File: config.mk
export PLATFORM = sky130hd
export DESIGN_NAME = aob_ctrl
export DESIGN_NICKNAME = d
export VERILOG_FILES = /design/src/rtl/aob_pkg.sv /design/src/rtl/aob_ctrl.sv
export SDC_FILE = /design/constraint.sdc
export NUM_CORES = 1
export LEC_CHECK = 0
export ABC_CLOCK_PERIOD_IN_PS = 1900
export BUFFER_PORTS_ARGS = -buffer_cell sky130_fd_sc_hd__buf_4
export CAP_MARGIN = 20
export CORE_ASPECT_RATIO = 1.4
export CORE_MARGIN = 4
export CORE_UTILIZATION = 25
export CTS_CLUSTER_SIZE = 20
export DETAILED_ROUTE_END_ITERATION = 10
export PLACE_DENSITY = 0.43
export SLEW_MARGIN = 10
export SYNTH_ARGS = -nofsm -noshare
export SYNTH_HDL_FRONTEND = slang
export SYNTH_SLANG_ARGS = --single-unit
File: constraint.sdc
create_clock -name clk_i -period 1.9 [get_ports clk_i]
set_input_delay 0.095 -clock clk_i [delete_from_list [all_inputs] [get_ports clk_i]]
set_output_delay 0.095 -clock clk_i [all_outputs]
set_load 0.05 [all_outputs]
File: src/rtl/aob_pkg.sv
// ----------------------------------------------------------------------------
// aob_pkg
// Shared types and constants of the attitude observation builder.
// ----------------------------------------------------------------------------
package aob_pkg;

  // Default number of fractional bits of the fixed-point values.
  localparam int FRAC_BITS_DEF = 16;

  // Item kinds carried on req_type.
  localparam logic [1:0] REQ_QUAT = 2'd0;
  localparam logic [1:0] REQ_POS  = 2'd1;
  localparam logic [1:0] REQ_VEL  = 2'd2;
  localparam logic [1:0] REQ_EMIT = 2'd3;

  // Configuration register indexes and their reset values.
  localparam int         CFG_IDX_W     = 2;
  localparam int         LIMIT_W       = 31;
  localparam logic [1:0] CFG_POS_LIMIT = 2'd0;
  localparam logic [1:0] CFG_VEL_LIMIT = 2'd1;
  localparam logic [LIMIT_W-1:0] POS_LIMIT_RST = 31'd39322;
  localparam logic [LIMIT_W-1:0] VEL_LIMIT_RST = 31'd131072;

  // Observation vector.
  localparam int         OBS_IDX_W    = 5;
  localparam logic [4:0] OBS_LAST_IDX = 5'd17;

  // pi/180 with 32 fractional bits.
  localparam logic signed [31:0] DEG2RAD_Q32 = 32'sd74961321;

  // Multiplier operations: quaternion products, then body-velocity terms
  // (column j, component i: r[3i+j] * v_i), then gyro conversions.
  localparam logic [4:0] OP_QXX = 5'd0;
  localparam logic [4:0] OP_QYY = 5'd1;
  localparam logic [4:0] OP_QZZ = 5'd2;
  localparam logic [4:0] OP_QXY = 5'd3;
  localparam logic [4:0] OP_QXZ = 5'd4;
  localparam logic [4:0] OP_QYZ = 5'd5;
  localparam logic [4:0] OP_QWX = 5'd6;
  localparam logic [4:0] OP_QWY = 5'd7;
  localparam logic [4:0] OP_QWZ = 5'd8;
  localparam logic [4:0] OP_B0X = 5'd9;
  localparam logic [4:0] OP_B0Y = 5'd10;
  localparam logic [4:0] OP_B0Z = 5'd11;
  localparam logic [4:0] OP_B1X = 5'd12;
  localparam logic [4:0] OP_B1Y = 5'd13;
  localparam logic [4:0] OP_B1Z = 5'd14;
  localparam logic [4:0] OP_B2X = 5'd15;
  localparam logic [4:0] OP_B2Y = 5'd16;
  localparam logic [4:0] OP_B2Z = 5'd17;
  localparam logic [4:0] OP_GX  = 5'd18;
  localparam logic [4:0] OP_GY  = 5'd19;
  localparam logic [4:0] OP_GZ  = 5'd20;

  // Commands from the controller to the datapath.
  typedef struct packed {
    logic                 load_en;   // a load item is accepted this cycle
    logic                 gyro_ld;   // an emit item is accepted this cycle
    logic                 mul_en;    // issue one multiplier operation
    logic [4:0]           op;
    logic                 mat_en;    // build the rotation matrix
    logic                 emit_en;   // present one observation beat
    logic [OBS_IDX_W-1:0] emit_idx;
  } cmd_t;

endpackage

File: src/rtl/aob_ctrl.sv
// ----------------------------------------------------------------------------
// aob_ctrl
// Sequencer: accepts items and steps the shared multiplier and the output.
// ----------------------------------------------------------------------------
module aob_ctrl
  import aob_pkg::*;
(
  input  logic       clk_i,
  input  logic       rst_ni,
  input  logic       start_i,
  input  logic [1:0] req_type_i,
  output logic       busy_o,
  output cmd_t       cmd_o
);

  typedef enum logic [6:0] {
    S_IDLE   = 7'b0000001,
    S_QMUL   = 7'b0000010,
    S_QDRAIN = 7'b0000100,
    S_MAT    = 7'b0001000,
    S_VMUL   = 7'b0010000,
    S_VDRAIN = 7'b0100000,
    S_EMIT   = 7'b1000000
  } state_e;

  state_e     state_q, state_d;
  logic [4:0] step_q, step_d;
  logic       accept;

  assign accept = start_i && (state_q == S_IDLE);
  assign busy_o = (state_q != S_IDLE);

  // Next state and command decode.
  always_comb begin
    state_d          = state_q;
    step_d           = step_q;
    cmd_o            = '0;
    cmd_o.load_en    = accept && (req_type_i != REQ_EMIT);
    cmd_o.gyro_ld    = accept && (req_type_i == REQ_EMIT);
    cmd_o.op         = step_q;
    cmd_o.emit_idx   = step_q;
    case (state_q)
      S_IDLE: begin
        if (accept && (req_type_i == REQ_EMIT)) begin
          state_d = S_QMUL;
          step_d  = OP_QXX;
        end
      end
      S_QMUL: begin
        cmd_o.mul_en = 1'b1;
        step_d       = step_q + 5'd1;
        if (step_q == OP_QWZ) begin
          state_d = S_QDRAIN;
        end
      end
      S_QDRAIN: begin
        state_d = S_MAT;
      end
      S_MAT: begin
        cmd_o.mat_en = 1'b1;
        state_d      = S_VMUL;
        step_d       = OP_B0X;
      end
      S_VMUL: begin
        cmd_o.mul_en = 1'b1;
        step_d       = step_q + 5'd1;
        if (step_q == OP_GZ) begin
          state_d = S_VDRAIN;
        end
      end
      S_VDRAIN: begin
        state_d = S_EMIT;
        step_d  = '0;
      end
      S_EMIT: begin
        cmd_o.emit_en = 1'b1;
        step_d        = step_q + 5'd1;
        if (step_q == OBS_LAST_IDX) begin
          state_d = S_IDLE;
        end
      end
      default: begin
        state_d = S_IDLE;
      end
    endcase
  end

  // State registers.
  always_ff @(posedge clk_i or negedge rst_ni) begin
    if (!rst_ni) begin
      state_q <= S_IDLE;
      step_q  <= '0;
    end else begin
      state_q <= state_d;
      step_q  <= step_d;
    end
  end

  // The multiplier and the output are never driven in the same cycle.
  a_mul_emit_excl: assert property (@(posedge clk_i) disable iff (!rst_ni)
    !(cmd_o.mul_en && cmd_o.emit_en))
    else $error("multiplier and output beat issued together");

  // An accepted emit item starts the product sequence.
  a_emit_starts: assert property (@(posedge clk_i) disable iff (!rst_ni)
    (accept && (req_type_i == REQ_EMIT)) |=> (state_q == S_QMUL && step_q == OP_QXX))
    else $error("emit item did not start the sequence");

  // The final beat returns the sequencer to idle.
  a_last_beat_idle: assert property (@(posedge clk_i) disable iff (!rst_ni)
    (cmd_o.emit_en && cmd_o.emit_idx == OBS_LAST_IDX) |=> (state_q == S_IDLE))
    else $error("sequencer did not return to idle after the last beat");

endmodule

==> results.toml <==
[clock_network]
clkSlewWorstSetupHoldPaths_ns = 0.06
clock-sinks = 12
cts_tree = "built"
cts.root.buffer_cell = "clkbuf_8"
clock_latency_reported_for_the_late_side_of_the_worst_skew_pair_ns = 0.24
cts_buffers = 3
cts_max_path_buffers = 2
cts_htree_levels = 1

[pwr]
internal_power_mw = 0.7546
report.power.total_mw = 1.368
power.combinational.fraction_pct = 55.5
clock_power_share_pct = 21.1
power_leakage_nw = 0.6297
net_switching_fraction_of_the_power_pct = 44.85
power.switching_mw = 0.6137
seq_power_share_pct = 23.4
ir_worst_vdd_mv = 0.5727
powerDensity_nw_per_um2 = 1053

[sta]
setup_viol = 0
post-route-period-util_pct = 97.90
worstMarginPinSlew_ns = 0.3610
timing.final.hold_violations = 0
setup_repair_after_global_routing_missed_its_margin = "yes"
fin_skew_ns = 0.004019
final_max_slew_viol_count = 0
period_needed_ns = 1.860
fin_tns_setup_ns = 0
relative_slew_slack_pct = 75.60
hold_slack_ns = 0.1562
fin_ws_ns = 0.03984
max_freq_mhz = 537.6

[logic_synthesis]
dominant_combinational_cell_family_by_area_after_synthesis = "simple AND/OR/NAND/NOR gates"
synth_ff_type = "dfrtp_1"
syn_avg_cell_area_um2 = 9.151
synth.distinct_cells = 43
async_flop_share_pct = 100.0
synth_nets = 110
synth_instances = 102
fraction_of_synthesized_cell_area_in_xor_and_xnor_cells_pct = 1.877
yosys_warnings = 0
synth_edf_count = 0
synth_compound_area_share_pct = 21.05
synth-seq-area-share_pct = 32.31
synth-seq-cells = 12
synth_mux_area_share_pct = 0
synth_simple_gate_area_share_pct = 29.89
adder_and_majority_cell_fraction_of_the_synthesized_area_pct = 4.021
netlist_area_um2 = 933.4

[critical_path]
worstSetupEndpointType = "flip-flop"
worst_setup_sp = "state_q[1]"
critical_path_endpoint = "step_q[3]"
reg2reg_from = "state_q[1]"
required_ns = 2.07
crit_path_start_kind = "flip-flop"
r2r.worst_path.cells = 4
kind_of_critical_path = "reg -> reg"
worst-path-max-fanout = 8
crit_path_cell_trace = "or4_4 > nor3_4 > o31a_2 > a2bb2oi_2"
worst_path_largest_cell_delay_ns = 0.63
timing.critical_path.arrival_ns = 2.03
worst-r2r-setup-slack_ns = 0.04
cpMaxStageDelayCell = "or4_4"
endpoint_of_the_worst_register_to_register_path = "step_q[3]"

[placement]
pre_cts_ws_ns = 0.1181
port-buffer-count = 20
place.gp.congestion = 0.7830
dpl.hpwl_mm = 2.066

[die]
dieWidth_um = 59.64
die_area_um2 = 4789
start_util_pct = 25.85
design.portCount = 21
die_y_um = 80.30
fp.coreArea_um2 = 3611
placement_rows = 26

[global_route]
grt_use_met2_pct = 20.89
global_route.peak_usage_layer = "met2"
grt.total_usage_pct = 12.27
gr-usage-met3_pct = 2.412
grt_first_pass_wirelength_mm = 4.478
grt_use_met1_pct = 15.24
initial_antenna_violation_count = 0
grt_start_max_net_pins = 13
gr-total-overflow = 0
number_of_global_route_vias_before_repair = 922

[routing]
first_iter_violations = 30
drt.antenna.violating_nets = 0
drc = 0
finalWirelength_mm = 2.716
avgViaCountPerCell = 5.302
wire_per_inst_um = 15.79
detail_route.first_pass.iterations = 4
via_count_of_the_routed_design = 912

[finish]
fin_nets = 139
final_common_cell = "buf_4"
layout.filler_cells = 388
diodes = 0
layout_common_cells = "buf_4 (35), dfrtp_1 (10), nor3_1 (6), nor2_1 (6)"
utilization_pct = 36.00
post_route_cells_drive_above_1_share_pct = 44.62
synthToLayoutAreaGrowth_pct = 39.28

[min_path]
min-delay-path-class = "in -> reg"

[status]
outcome = "complete, no violations"

[flow_run]
maxCapViolations = 0
[timing repair]
action	4_1_cts	5_1_grt
hold buffers	1	0
pin swaps	1	2
endpoints found under the setup margin	1	3
setup buffers	2	1
resized for setup	2	6
hold endpoints to repair	12	0
[per-layer routing]
| layer | up-vias | share of wire [%] |
|---|---|---|
| li1 | 436 | - |
| met1 | 449 | 42 |
| met2 | 25 | 52 |
| met3 | 2 | 4.2 |
| met4 | 0 | 0.88 |
| met5 | - | 0 |
[cell type report]
cell class	instances	area (um^2)	share of cell area (%)
multi-input cells	74	594.3	45.72
flip-flops and latches	12	302.8	23.29
well taps	42	52.55	4.042
inverters	3	11.26	0.8662
repair buffers	37	284.0	21.85
clock buffers	4	55.05	4.235
[worst min-delay path by stage]
stage,cells after the start,endpoint,from
global placement,1,step_q[0],rst_ni
global route,3,state_q[0],start_i
floorplan,0,state_q[1],rst_ni
CTS,3,state_q[0],start_i
finish,3,state_q[0],start_i
detailed placement,1,step_q[0],rst_ni
[synthesized netlist by cell type, types with 3 or more instances]
master / n / share of area [%]
nand2_1: 5 / 2.0
nor3_1: 8 / 4.3
o21ai_0: 5 / 2.7
buf_4: 6 / 4.8
buf_2: 3 / 1.6
o211a_1: 3 / 3.2
and3_1: 4 / 2.7
ha_1: 3 / 4.0
inv_1: 3 / 1.2
nand2b_1: 3 / 2.0
nor2_1: 8 / 3.2
dfrtp_1: 11 / 29
[sequential cells by signal, indices dropped and copies added, names as in the netlist]
register,flops
state_q,7
step_q,5
[power by group through the flow]
stage / clock network (mW) / registers, mW / logic [mW]
after floorplan: 0 / 0.382 / 0.475
after global placement: 0 / 0.322 / 0.739
after detailed placement: 0 / 0.324 / 0.737
after CTS: 0.294 / 0.319 / 0.751
after global routing: 0.309 / 0.325 / 0.808
final: 0.289 / 0.320 / 0.759
[per-stage QoR]
step                      instances  cell area, um^2
final                           172             1300
after global routing            172             1300
after CTS                       171             1259
after detailed placement        164             1169
after global placement          164             1169
after floorplan                 102            958.4
[logic make-up after synthesis]
kind of cell,count (synthesis)
buffers and inverters,16
XOR/XNOR,2
AO/OA/AOI/OAI,24
adder cells (fa/ha/maj),3
flip-flops,12
AND/OR/NAND/NOR,45
[worst max-delay path: cells and delay by family, from the launching register on]
kind,cells,cell delay [ns]
flip-flops,1,0.41
AND/OR/NAND/NOR,2,1.00
AO/OA/AOI/OAI,2,0.38
Note: power is estimated with default switching activity, not from simulation.
